==> src/hdl/epc_pkg.sv <==
`default_nettype none

package epc_pkg;

   localparam int EPOCH_W      = 32;
   localparam int SECOND_W     = 6;
   localparam int MINUTE_W     = 6;
   localparam int HOUR_W       = 5;
   localparam int WEEKDAY_W    = 3;
   localparam int YEAR_W       = 8;
   localparam int YDAY_W       = 9;
   localparam int MONTH_W      = 4;
   localparam int MDAY_W       = 5;

   // seconds per day = 2^7 * 675
   localparam int DAY_SHIFT    = 7;
   localparam int DAY_ODD_DIV  = 675;
   localparam int DAY_HIGH_W   = EPOCH_W - DAY_SHIFT;
   localparam int DAYS_W       = 16;
   localparam int SOD_W        = 17;
   localparam int MINS_W       = 11;

   localparam int SECS_PER_MIN = 60;
   localparam int MINS_PER_HR  = 60;
   localparam int DAYS_PER_WK  = 7;
   localparam int WEEKDAY_OFS  = 4;
   localparam int WK_QUOT_W    = 13;

   localparam int DAYS_PER_QUAD = 1461;
   localparam int QUAD_X_W      = DAYS_W + 2;
   localparam int YIDX_W        = 8;
   localparam int YREM_W        = 11;
   localparam int YEAR_BASE     = 70;

   localparam int FEB_LAST_YDAY = 58;
   localparam int NUM_MONTHS    = 12;

   // first shifted day of each month: (m * 367 + 5) / 12
   localparam logic [YDAY_W-1:0] MONTH_START [NUM_MONTHS] = '{
      9'd0,   9'd31,  9'd61,  9'd92,  9'd122, 9'd153,
      9'd183, 9'd214, 9'd245, 9'd275, 9'd306, 9'd336
   };

   typedef struct packed {
      logic load_mul;
      logic load_fix;
   } div_en_type;

endpackage

`default_nettype wire

==> src/hdl/epc_if.sv <==
`default_nettype none

interface epc_req_if import epc_pkg::*; ();
   logic               valid;
   logic               ready;
   logic [EPOCH_W-1:0] epoch_seconds;

   modport source (output valid, output epoch_seconds, input ready);
   modport sink   (input valid, input epoch_seconds, output ready);
endinterface

interface epc_rsp_if import epc_pkg::*; ();
   logic                 valid;
   logic                 ready;
   logic [SECOND_W-1:0]  second;
   logic [MINUTE_W-1:0]  minute;
   logic [HOUR_W-1:0]    hour;
   logic [WEEKDAY_W-1:0] weekday;
   logic [YEAR_W-1:0]    years_since_1900;
   logic [YDAY_W-1:0]    day_of_year;
   logic [MONTH_W-1:0]   month;
   logic [MDAY_W-1:0]    day_of_month;

   modport source (
      output valid, output second, output minute, output hour, output weekday,
      output years_since_1900, output day_of_year, output month,
      output day_of_month, input ready
   );
   modport sink (
      input valid, input second, input minute, input hour, input weekday,
      input years_since_1900, input day_of_year, input month,
      input day_of_month, output ready
   );
endinterface

`default_nettype wire

==> src/hdl/epc_cdiv.sv <==
`default_nettype none

module epc_cdiv import epc_pkg::*; #(
   parameter int X_W     = 17,
   parameter int DIVISOR = 60,
   parameter int Q_W     = 11
) (
   input  wire logic                         clock,
   input  wire div_en_type                   en,
   input  wire logic [X_W-1:0]               dividend,
   output logic      [Q_W-1:0]               quotient,
   output logic      [$clog2(DIVISOR)-1:0]   remainder
);

   localparam int R_W = $clog2(DIVISOR);
   localparam logic [X_W-1:0] RECIP = X_W'((64'd1 << X_W) / 64'(DIVISOR));

   logic [2*X_W-1:0] prod;
   logic [Q_W-1:0]   q0_ff, q0_in;
   logic [X_W-1:0]   x_ff;
   logic [X_W-1:0]   r0;
   logic             fix;
   logic [Q_W-1:0]   q_ff, q_in;
   logic [R_W-1:0]   r_ff, r_in;

   // estimate is exact or one low
   always_comb begin
      prod  = (2*X_W)'(dividend) * (2*X_W)'(RECIP);
      q0_in = Q_W'(prod[2*X_W-1:X_W]);
   end

   always_comb begin
      r0   = x_ff - X_W'(q0_ff) * X_W'(DIVISOR);
      fix  = r0 >= X_W'(DIVISOR);
      q_in = fix ? q0_ff + Q_W'(1) : q0_ff;
      r_in = fix ? R_W'(r0 - X_W'(DIVISOR)) : R_W'(r0);
   end

   always_ff @(posedge clock) begin
      if (en.load_mul) begin
         q0_ff <= q0_in;
         x_ff  <= dividend;
      end
      if (en.load_fix) begin
         q_ff <= q_in;
         r_ff <= r_in;
      end
   end

   assign quotient  = q_ff;
   assign remainder = r_ff;

endmodule

`default_nettype wire

==> src/hdl/epoch_seconds_to_calendar.sv <==
// Epoch seconds to UTC calendar converter.
// req_chan carries a 32-bit unsigned count of seconds since 1970-01-01 UTC;
// rsp_chan returns second, minute, hour, weekday (Sunday = 0), years since
// 1900, day of year, month (January = 0) and day of month for it. One
// response comes back for every request, in order. Leap years follow the
// every-fourth-year rule, so dates past February 2100 are one day behind.
// The block is a six-stage pipeline, and one request can enter every cycle
// unless a stall on rsp_chan.ready has left every stage occupied.
// Each stage pair is a constant-reciprocal multiply followed by a
// remainder correction (seconds to days, day seconds to minutes, minutes to
// hours, days to weekday and to four-year cycle); the last stage places the
// day in its month and holds the response register.
// With rsp_chan.ready low, full stages with no empty stage downstream hold;
// others keep filling, and req_chan.ready is high until all stages are full.
// Synchronous reset empties the pipeline; nothing else is kept.
`default_nettype none

module epoch_seconds_to_calendar import epc_pkg::*; (
   input  wire logic   clock,
   input  wire logic   reset,
   epc_req_if.sink     req_chan,
   epc_rsp_if.source   rsp_chan
);

   localparam int NUM_STAGES = 6;

   logic [NUM_STAGES-1:0] valid_ff, valid_in;
   logic [NUM_STAGES-1:0] stage_en;

   always_comb begin
      stage_en[NUM_STAGES-1] = !valid_ff[NUM_STAGES-1] || rsp_chan.ready;
      for (int i = NUM_STAGES - 2; i >= 0; i--) begin
         stage_en[i] = !valid_ff[i] || stage_en[i+1];
      end
      valid_in = {valid_ff[NUM_STAGES-2:0], req_chan.valid};
   end

   always_ff @(posedge clock) begin
      if (reset) begin
         valid_ff <= '0;
      end else begin
         for (int i = 0; i < NUM_STAGES; i++) begin
            if (stage_en[i]) begin
               valid_ff[i] <= valid_in[i];
            end
         end
      end
   end

   assign req_chan.ready = stage_en[0];

   // seconds to days and seconds of day
   div_en_type                 en_a, en_b, en_c;
   logic [DAY_SHIFT-1:0]       low_s1_ff, low_s2_ff;
   logic [DAYS_W-1:0]          days;
   logic [$clog2(DAY_ODD_DIV)-1:0] day_rem;
   logic [SOD_W-1:0]           sod;
   logic [DAYS_W-1:0]          wk_dividend;

   assign en_a = '{load_mul: stage_en[0], load_fix: stage_en[1]};
   assign en_b = '{load_mul: stage_en[2], load_fix: stage_en[3]};
   assign en_c = '{load_mul: stage_en[4], load_fix: stage_en[5]};

   epc_cdiv #(.X_W(DAY_HIGH_W), .DIVISOR(DAY_ODD_DIV), .Q_W(DAYS_W)) u_day_div (
      .clock     (clock),
      .en        (en_a),
      .dividend  (req_chan.epoch_seconds[EPOCH_W-1:DAY_SHIFT]),
      .quotient  (days),
      .remainder (day_rem)
   );

   always_ff @(posedge clock) begin
      if (stage_en[0]) begin
         low_s1_ff <= req_chan.epoch_seconds[DAY_SHIFT-1:0];
      end
      if (stage_en[1]) begin
         low_s2_ff <= low_s1_ff;
      end
   end

   assign sod         = {day_rem, low_s2_ff};
   assign wk_dividend = days + DAYS_W'(WEEKDAY_OFS);

   // minutes, weekday, four-year cycle
   logic [MINS_W-1:0]    mins;
   logic [SECOND_W-1:0]  sec;
   logic [WEEKDAY_W-1:0] wday;
   logic [YIDX_W-1:0]    yidx;
   logic [YREM_W-1:0]    yrem;

   epc_cdiv #(.X_W(SOD_W), .DIVISOR(SECS_PER_MIN), .Q_W(MINS_W)) u_min_div (
      .clock     (clock),
      .en        (en_b),
      .dividend  (sod),
      .quotient  (mins),
      .remainder (sec)
   );

   epc_cdiv #(.X_W(DAYS_W), .DIVISOR(DAYS_PER_WK), .Q_W(WK_QUOT_W)) u_wk_div (
      .clock     (clock),
      .en        (en_b),
      .dividend  (wk_dividend),
      .quotient  (),
      .remainder (wday)
   );

   epc_cdiv #(.X_W(QUAD_X_W), .DIVISOR(DAYS_PER_QUAD), .Q_W(YIDX_W)) u_year_div (
      .clock     (clock),
      .en        (en_b),
      .dividend  ({days, 2'b10}),
      .quotient  (yidx),
      .remainder (yrem)
   );

   // hours and minute of hour
   logic [HOUR_W-1:0]   hour;
   logic [MINUTE_W-1:0] minute;

   epc_cdiv #(.X_W(MINS_W), .DIVISOR(MINS_PER_HR), .Q_W(HOUR_W)) u_hour_div (
      .clock     (clock),
      .en        (en_c),
      .dividend  (mins),
      .quotient  (hour),
      .remainder (minute)
   );

   // day of year and shifted day
   logic [YREM_W-1:0]    yday_x4;
   logic [YDAY_W-1:0]    yday_in, adj_in;
   logic                 leap;
   logic [YIDX_W-1:0]    yidx_s5_ff;
   logic [YDAY_W-1:0]    yday_s5_ff, adj_s5_ff;
   logic [WEEKDAY_W-1:0] wday_s5_ff;
   logic [SECOND_W-1:0]  sec_s5_ff;

   always_comb begin
      yday_x4 = yrem + YREM_W'(yidx[1:0]) - YREM_W'(2)
              - ((yidx[1:0] == 2'b11) ? YREM_W'(4) : YREM_W'(0));
      yday_in = YDAY_W'(yday_x4 >> 2);
      leap    = yidx[1:0] == 2'b10;
      adj_in  = yday_in;
      if (yday_in > YDAY_W'(FEB_LAST_YDAY) + YDAY_W'(leap)) begin
         adj_in = yday_in + (leap ? YDAY_W'(1) : YDAY_W'(2));
      end
   end

   always_ff @(posedge clock) begin
      if (stage_en[4]) begin
         yidx_s5_ff <= yidx;
         yday_s5_ff <= yday_in;
         adj_s5_ff  <= adj_in;
         wday_s5_ff <= wday;
         sec_s5_ff  <= sec;
      end
   end

   // month and day of month
   logic [MONTH_W-1:0]   mon_in;
   logic [MDAY_W-1:0]    mday_in;
   logic [YEAR_W-1:0]    year_ff;
   logic [YDAY_W-1:0]    yday_ff;
   logic [MONTH_W-1:0]   mon_ff;
   logic [MDAY_W-1:0]    mday_ff;
   logic [WEEKDAY_W-1:0] wday_ff;
   logic [SECOND_W-1:0]  sec_ff;

   always_comb begin
      mon_in = '0;
      for (int m = 1; m < NUM_MONTHS; m++) begin
         if (adj_s5_ff >= MONTH_START[m]) begin
            mon_in = mon_in + MONTH_W'(1);
         end
      end
      mday_in = MDAY_W'(adj_s5_ff + YDAY_W'(1) - MONTH_START[mon_in]);
   end

   always_ff @(posedge clock) begin
      if (stage_en[5]) begin
         year_ff <= YEAR_W'(yidx_s5_ff + YIDX_W'(YEAR_BASE));
         yday_ff <= yday_s5_ff;
         mon_ff  <= mon_in;
         mday_ff <= mday_in;
         wday_ff <= wday_s5_ff;
         sec_ff  <= sec_s5_ff;
      end
   end

   assign rsp_chan.valid            = valid_ff[NUM_STAGES-1];
   assign rsp_chan.second           = sec_ff;
   assign rsp_chan.minute           = minute;
   assign rsp_chan.hour             = hour;
   assign rsp_chan.weekday          = wday_ff;
   assign rsp_chan.years_since_1900 = year_ff;
   assign rsp_chan.day_of_year      = yday_ff;
   assign rsp_chan.month            = mon_ff;
   assign rsp_chan.day_of_month     = mday_ff;

endmodule

`default_nettype wire
==> src/flat_wrapper.sv <==
// flat-port wrapper written by rule: the top's interface ports become plain ports
module epoch_seconds_to_calendar_flat import epc_pkg::*;
  (clock, reset, req_chan_valid, req_chan_epoch_seconds, req_chan_ready, rsp_chan_valid, rsp_chan_second, rsp_chan_minute, rsp_chan_hour, rsp_chan_weekday, rsp_chan_years_since_1900, rsp_chan_day_of_year, rsp_chan_month, rsp_chan_day_of_month, rsp_chan_ready);
  epc_req_if req_chan_i ();
  epc_rsp_if rsp_chan_i ();
  input  wire logic clock;
  input  wire logic reset;
  input wire logic [$bits(req_chan_i.valid)-1:0] req_chan_valid;
  input wire logic [$bits(req_chan_i.epoch_seconds)-1:0] req_chan_epoch_seconds;
  output wire logic [$bits(req_chan_i.ready)-1:0] req_chan_ready;
  output wire logic [$bits(rsp_chan_i.valid)-1:0] rsp_chan_valid;
  output wire logic [$bits(rsp_chan_i.second)-1:0] rsp_chan_second;
  output wire logic [$bits(rsp_chan_i.minute)-1:0] rsp_chan_minute;
  output wire logic [$bits(rsp_chan_i.hour)-1:0] rsp_chan_hour;
  output wire logic [$bits(rsp_chan_i.weekday)-1:0] rsp_chan_weekday;
  output wire logic [$bits(rsp_chan_i.years_since_1900)-1:0] rsp_chan_years_since_1900;
  output wire logic [$bits(rsp_chan_i.day_of_year)-1:0] rsp_chan_day_of_year;
  output wire logic [$bits(rsp_chan_i.month)-1:0] rsp_chan_month;
  output wire logic [$bits(rsp_chan_i.day_of_month)-1:0] rsp_chan_day_of_month;
  input wire logic [$bits(rsp_chan_i.ready)-1:0] rsp_chan_ready;
  assign req_chan_i.valid = req_chan_valid;
  assign req_chan_i.epoch_seconds = req_chan_epoch_seconds;
  assign req_chan_ready = req_chan_i.ready;
  assign rsp_chan_valid = rsp_chan_i.valid;
  assign rsp_chan_second = rsp_chan_i.second;
  assign rsp_chan_minute = rsp_chan_i.minute;
  assign rsp_chan_hour = rsp_chan_i.hour;
  assign rsp_chan_weekday = rsp_chan_i.weekday;
  assign rsp_chan_years_since_1900 = rsp_chan_i.years_since_1900;
  assign rsp_chan_day_of_year = rsp_chan_i.day_of_year;
  assign rsp_chan_month = rsp_chan_i.month;
  assign rsp_chan_day_of_month = rsp_chan_i.day_of_month;
  assign rsp_chan_i.ready = rsp_chan_ready;
  epoch_seconds_to_calendar u_core (.clock(clock), .reset(reset), .req_chan(req_chan_i), .rsp_chan(rsp_chan_i));
endmodule
==> config.mk <==
export PLATFORM = sky130hd
export DESIGN_NAME = epoch_seconds_to_calendar_flat
export DESIGN_NICKNAME = d
export VERILOG_FILES = /design/src/hdl/epc_pkg.sv /design/src/hdl/epc_if.sv /design/src/hdl/epc_cdiv.sv /design/src/hdl/epoch_seconds_to_calendar.sv /design/src/flat_wrapper.sv
export SDC_FILE = /design/constraint.sdc
export NUM_CORES = 2
export LEC_CHECK = 0
export ABC_AREA = 0
export BUFFER_PORTS_ARGS = -buffer_cell sky130_fd_sc_hd__buf_2
export CAP_MARGIN = 10
export CORE_MARGIN = 3
export CORE_UTILIZATION = 45
export DETAILED_ROUTE_END_ITERATION = 7
export GPL_TIMING_DRIVEN = 0
export MAX_ROUTING_LAYER = met4
export PLACE_DENSITY = 0.62
export SKIP_LAST_GASP = 1
export SLEW_MARGIN = 10
export SYNTH_ARGS = -nofsm -noshare
export SYNTH_HDL_FRONTEND = slang
export SYNTH_HIERARCHICAL = 1
export SYNTH_SLANG_ARGS = --single-unit
export TNS_END_PERCENT = 100
==> constraint.sdc <==
create_clock -name clock -period 11.68 [get_ports clock]
set_clock_uncertainty 0.05 [all_clocks]
set_input_delay 1.752 -clock clock [delete_from_list [all_inputs] [get_ports clock]]
set_output_delay 1.752 -clock clock [all_outputs]
set_load 0.01 [all_outputs]
Yosys cells after proc, flatten, opt, wreduce, memory -nomap -nowiden --
Memories as Yosys holds them, arrays and structs flattened. Cells that the tools add are included.
Cells by class: $add $sub $neg 33, multiply operators 10, divide/modulo/power cells 0, $lt $le $gt $ge 18, equality and inequality tests 2, shifts and indexed selects 0, mux-type cells 25, bitwise logic cells 1, reduce and logical (&&, ||, !) cells 12
Operators with widths (count):
- multiplier 25 x 15 -> 40 bit, second input constant | 1
- 2-to-1 mux 4 bit | 10
- adder 4 x 1 -> 4 bit, second input constant | 9
- >= comparator 9 x 8 -> 1 bit, second input constant | 4
- multiplier 16 x 13 -> 28 bit, second input constant | 1
- >= comparator 9 bit, second input constant | 3
- >= comparator 25 x 10 -> 1 bit, second input constant | 1
- multiplier 16 x 10 -> 25 bit, second input constant | 1
- multiplier 17 x 8 -> 25 bit, second input constant | 1
- multiplier 17 x 9 -> 25 bit, second input constant | 1
- subtractor 25 bit | 1
- 2-to-1 mux 11 bit | 2
- subtractor 11 bit | 2
- >= comparator 18 x 11 -> 1 bit, second input constant | 1
- >= comparator 9 x 7 -> 1 bit, second input constant | 2
- multiplier 8 x 11 -> 18 bit, second input constant | 1
- subtractor 18 bit | 1
- >= comparator 17 x 6 -> 1 bit, second input constant | 1
- subtractor 17 bit | 1
- adder 16 x 1 -> 16 bit, second input constant | 1
- adder 16 x 3 -> 16 bit, second input constant | 1
- >= comparator 16 x 3 -> 1 bit, second input constant | 1
- multiplier 13 x 3 -> 16 bit, second input constant | 1
- 2-to-1 mux 16 bit | 1
- 35 further kinds | 52
Storage, ports and cells: register bits after elaboration 304, bits in latches 0, RAM bits 0, ROM bits 144, output and inout port bits 48, word-level logic and storage cells 140, memories kept 1
Memory list:
- (name not given) | depth 16, bits a word 9, rd ports 1, clocked after Yosys merged registers in 0, write ports 0, line epoch_seconds_to_calendar.sv:174 | mday_in = MDAY_W'(adj_s5_ff + YDAY_W'(1) - MONTH_START[mon_in]);

Logic depth before layout (Yosys ltp) --
depth in word-level cells 27, depth in mapped cells 43, mapped depth without buffers 42

Modules after synthesis --
The synthesis kept the hierarchy.
Modules (own cells, without submodules):
- epc_cdiv at u_core.u_day_div | times used 1, cells an instance 1162, area an instance 11911.4 um^2, sequential area each 2011.9 um^2
- epc_cdiv at u_core.u_year_div | times used 1, cells an instance 680, area an instance 6871.6 um^2, sequential area each 1351.3 um^2
- epc_cdiv at u_core.u_wk_div | times used 1, cells an instance 564, area an instance 5729.2 um^2, sequential area each 1351.3 um^2
- epoch_seconds_to_calendar | times used 1, cells an instance 454, area an instance 5127.4 um^2, sequential area each 2642.5 um^2
- epc_cdiv at u_core.u_min_div | times used 1, cells an instance 473, area an instance 4825.9 um^2, sequential area each 1351.3 um^2
- epc_cdiv at u_core.u_hour_div | times used 1, cells an instance 169, area an instance 2124.5 um^2, sequential area each 810.8 um^2

Worst setup path after synthesis --
Ideal clock, no wire load.
kind register -> register, from register u_core.adj_s5_ff[5], to register u_core.mday_ff[4], in the netlist u_core/rsp_chan.day_of_month[4], data pin, library setup time 0.258 ns, data arrival time 8.015 ns, data required time 11.372 ns, path slack 3.357 ns, cell stages (with the launch flop) 43, path buffers 1, cells stage by stage edfxtp_1 -> buf_6 -> or3_4 -> a311oi_1 -> inv_1 -> ha_1 -> a211oi_1 -> a21oi_1 -> ha_1 -> inv_1 -> a221oi_1 -> ha_1 -> nand2_1 -> nand2_1 -> ha_1 -> a2111oi_0 -> nor3_1 -> ha_1 -> (+7 left out) -> a21oi_1 -> ha_1 -> nand2_1 -> o31ai_1 -> o21a_1 -> ha_1 -> mux2_2 -> inv_1 -> ha_1 -> inv_1 -> a21oi_1 -> a21oi_1 -> ha_1 -> ha_1 -> a21o_1 -> a21oi_1 -> xnor2_1 -> xnor2_1
Between the ends: longest elaborated chain between the ends 27, elaborated cells between the ends (all ways) 37
Ends and longest elaborated chain:
- from (decl) | line epoch_seconds_to_calendar.sv:132 | logic [YDAY_W-1:0] yday_s5_ff, adj_s5_ff;
- from (signal assigned) | line epoch_seconds_to_calendar.sv:151 | adj_s5_ff <= adj_in;
- >= comparator 9 x 5 -> 1 bit | line epoch_seconds_to_calendar.sv:170 | if (adj_s5_ff >= MONTH_START[m]) begin
- 2-to-1 mux 1 bit | line epoch_seconds_to_calendar.sv:170
- adder 1 x 1 -> 2 bit | line epoch_seconds_to_calendar.sv:171 | mon_in = mon_in + MONTH_W'(1);
- 2-to-1 mux 4 bit | line epoch_seconds_to_calendar.sv:170
- adder 4 x 1 -> 4 bit | line epoch_seconds_to_calendar.sv:171
- 2-to-1 mux 4 bit | line epoch_seconds_to_calendar.sv:170
- adder 4 x 1 -> 4 bit | line epoch_seconds_to_calendar.sv:171
- 2-to-1 mux 4 bit | line epoch_seconds_to_calendar.sv:170
- (+12 left out)
- adder 4 x 1 -> 4 bit | line epoch_seconds_to_calendar.sv:171
- 2-to-1 mux 4 bit (*) | line epoch_seconds_to_calendar.sv:170
- via u_core.mon_in[1] | line epoch_seconds_to_calendar.sv:158 | logic [MONTH_W-1:0] mon_in;
- NOT 4 -> 5 bit (not written as such) (*) | line epoch_seconds_to_calendar.sv:174
- memory read (16 x 9 bit) (*)
- 2-to-1 mux 5 bit (not written as such) (*) (2 in series) | line epoch_seconds_to_calendar.sv:174
- subtractor 5 bit (*) | line epoch_seconds_to_calendar.sv:174
- via u_core.mday_in[4] | line epoch_seconds_to_calendar.sv:159 | logic [MDAY_W-1:0] mday_in;
- to (signal assigned) | line epoch_seconds_to_calendar.sv:182 | mday_ff <= mday_in;
- to (decl) | line epoch_seconds_to_calendar.sv:163 | logic [MDAY_W-1:0] mday_ff;
The timed path passes the listed nets; every way through them passes the cells marked *. The select of a mux whose other input is x is not followed. A chain may end at the register's enable or synchronous reset.

Worst setup path in the final report --
Same ends and word-level chain as after synthesis.

==> qor.csv <==
stage;metric;value;unit
grt;gr usage total;0.172;
finish;nets;4591;
worst_setup_path;Worst Setup Start Kind;flop;
detailed_routing;drt pass-1 iters;5;
sta;Max Clock Freq;0.108;GHz
flow_run;Max-cap violations;0;
place;port bufs;83;
finish;Filler cells;7209;
worst_setup_path;crit-path max FO;10;
grt;gr ovfl total;0;
finish;ANT cells;0;
clocking;Setup Fix Bufs, Post-CTS;0;
worst_setup_path;Worst path top cell family by delay;adder cells;
worst_setup_path;critical path data required time;11.92;ns
detailed_routing;initial DRC count;974;
die;Core ar.;78200;µm²
worst_setup_path;Worst path slowest cell;a221oi_1;
grt;first-pass GRT wire length;114;mm
worst_setup_path;Setup crit start;u_core/adj_s5_ff[5];
min_path;Hold WC Path Type;reg -> reg;
worst_setup_path;crit path capture type;flop;
detailed_routing;# DRC;0;
clocking;Worst-Skew Late Latency;0.54;ns
place;GP Congestion;0.879;
die;die width;288;µm
sta;Final Hold Viols;0;
min_path;hold_sp;u_core/u_year_div/quotient[2];
clocking;Post-CTS Hold Fix Bufs;0;
finish;share of layout cells above drive strength 1;0.0726;
grt;largest net degree at the start of global routing;58;
synth;Avg Synthesized Cell Area;10.4;µm²
die;Die Span Y;288;µm
grt;vias in the first global route;23381;
worst_setup_path;delay of the slowest cell on the worst path;0.43;ns
clocking;post-CTS sizing;0;
synth;Yosys warning count;6;
die;io pins;84;
sta;max-slew violation count;0;
sta;final setup violation count;0;
clocking;H-tree depth;2;
worst_setup_path;Crit Path Class;reg -> reg;
sta;fin crit share;0.793;
worst_setup_path;cell mode on critical path;ha_1;
finish;P&R area growth vs syn;8.64;%
sta;Slew Limit Headroom;0.395;
clocking;CTS tree;built;
clocking;Num CTS Buffers;36;
synth;mapped cell area;35900;µm²
worst_setup_path;FF-to-FF Start;u_core/adj_s5_ff[5];
clocking;CTS max path bufs;3;
place;hpwl dp;55.6;mm
detailed_routing;vias;23359;
synth;Mapped Cells;3449;
die;Initial Util;0.458;
worst_setup_path;Worst Path Buf+Inv;5;
clocking;Reg clk slew, reported paths;0.06;ns
die;Die Area;83100;µm²
sta;Period minus WS final;9.26;ns
sta;final setup TNS;0;ns
detailed_routing;Detail Route Antenna Nets;0;
sta;Worst Max-Slew Pin Slew;0.897;ns
detailed_routing;wire per inst;14.5;µm
clocking;Root Buffer;clkbuf_16;
grt;initial antenna violation count;1;
sta;unrepaired setup endpoints after global routing;no;
worst_setup_path;Critical Path AT;9.49;ns
detailed_routing;Total Wirelength;67.4;mm
clocking;Sinks on Clock Net;306;
die;row cnt;102;
outcome;status;finished, final reports clean;
detailed_routing;routed vias/inst;5.02;
## metal layers
layer | track usage | up-vias | share of wire
met1 | 0.227 | 11130 | 0.47
met2 | 0.290 | 298 | 0.48
met4 | 0.0308 | 0 | 0.016
li1 | - | 11848 | -
met3 | 0.0182 | 83 | 0.031
met5 | - | - | 0
## worst reg2reg max path, delay by kind of cell, from the launching register on
kind,cells,cell delay [ns]
fa+ha+maj,12,3.57
mux,1,0.31
xor+xnor,2,0.25
buf+inv,5,0.47
simple gates,9,1.41
compound gates,13,2.51
flops,1,0.42
## stage by stage
stage	hold slack (ns)	setup WS [ns]	cell area [µm²]	cells	util
detailed placement	0.355	2.42	37800	4585	0.483
finish	0.365	2.42	39000	4651	0.498
global route	0.374	1.67	39000	4651	0.498
global placement	0.350	2.43	37600	4578	0.481
CTS	0.364	2.38	39000	4651	0.498
floorplan	0.350	3.36	35900	3455	-
## layout make-up
class                      instances  area, µm²  area share
timing repair buffer              90        559      0.0144
clock buffer                      44       1000      0.0258
multi-input combinational       2309      23500       0.604
tap                             1040       1300      0.0334
clock inverter                    22        196     0.00504
buffer                            34        228     0.00585
inverter                         806       3030      0.0777
sequential                       306       9130       0.234
## flip-flops by register name, indices dropped and copies added, names as in the netlist, 9 cells and up
signal / flops
u_core/u_hour_div/x_ff: 11
u_core/u_wk_div/x_ff: 16
u_core/u_day_div/quotient: 16
u_core/adj_s5_ff: 9
u_core/rsp_chan.day_of_year: 9
u_core/yday_s5_ff: 9
u_core/u_min_div/q0_ff: 11
u_core/u_day_div/remainder: 10
u_core/u_year_div/x_ff: 18
u_core/u_wk_div/q0_ff: 13
u_core/u_day_div/x_ff: 25
u_core/u_day_div/q0_ff: 16
u_core/u_min_div/quotient: 11
u_core/u_min_div/x_ff: 17
u_core/u_year_div/remainder: 11
## cell usage in the layout, fill, tap and decap left out, types with 73 or more instances in the layout
master,count
a21oi_1,139
buf_2,94
edfxtp_1,300
fa_1,313
ha_1,659
inv_1,804
nand2_1,116
nor2_1,129
o21ai_0,85
xnor2_1,159
xor2_1,73
## worst paths after layout
kind,to,slack [ns],depth (start not counted)
worst min-delay path,u_core/yidx_s5_ff[2],0.37,0
worst max-delay path,u_core/rsp_chan.day_of_month[4],2.42,42
worst min register to register,u_core/yidx_s5_ff[2],0.37,0
worst max register to register,u_core/rsp_chan.day_of_month[4],2.42,42
Power is not shown: default switching activity piles up to over one toggle a cycle in this logic, so the estimate is an artifact.
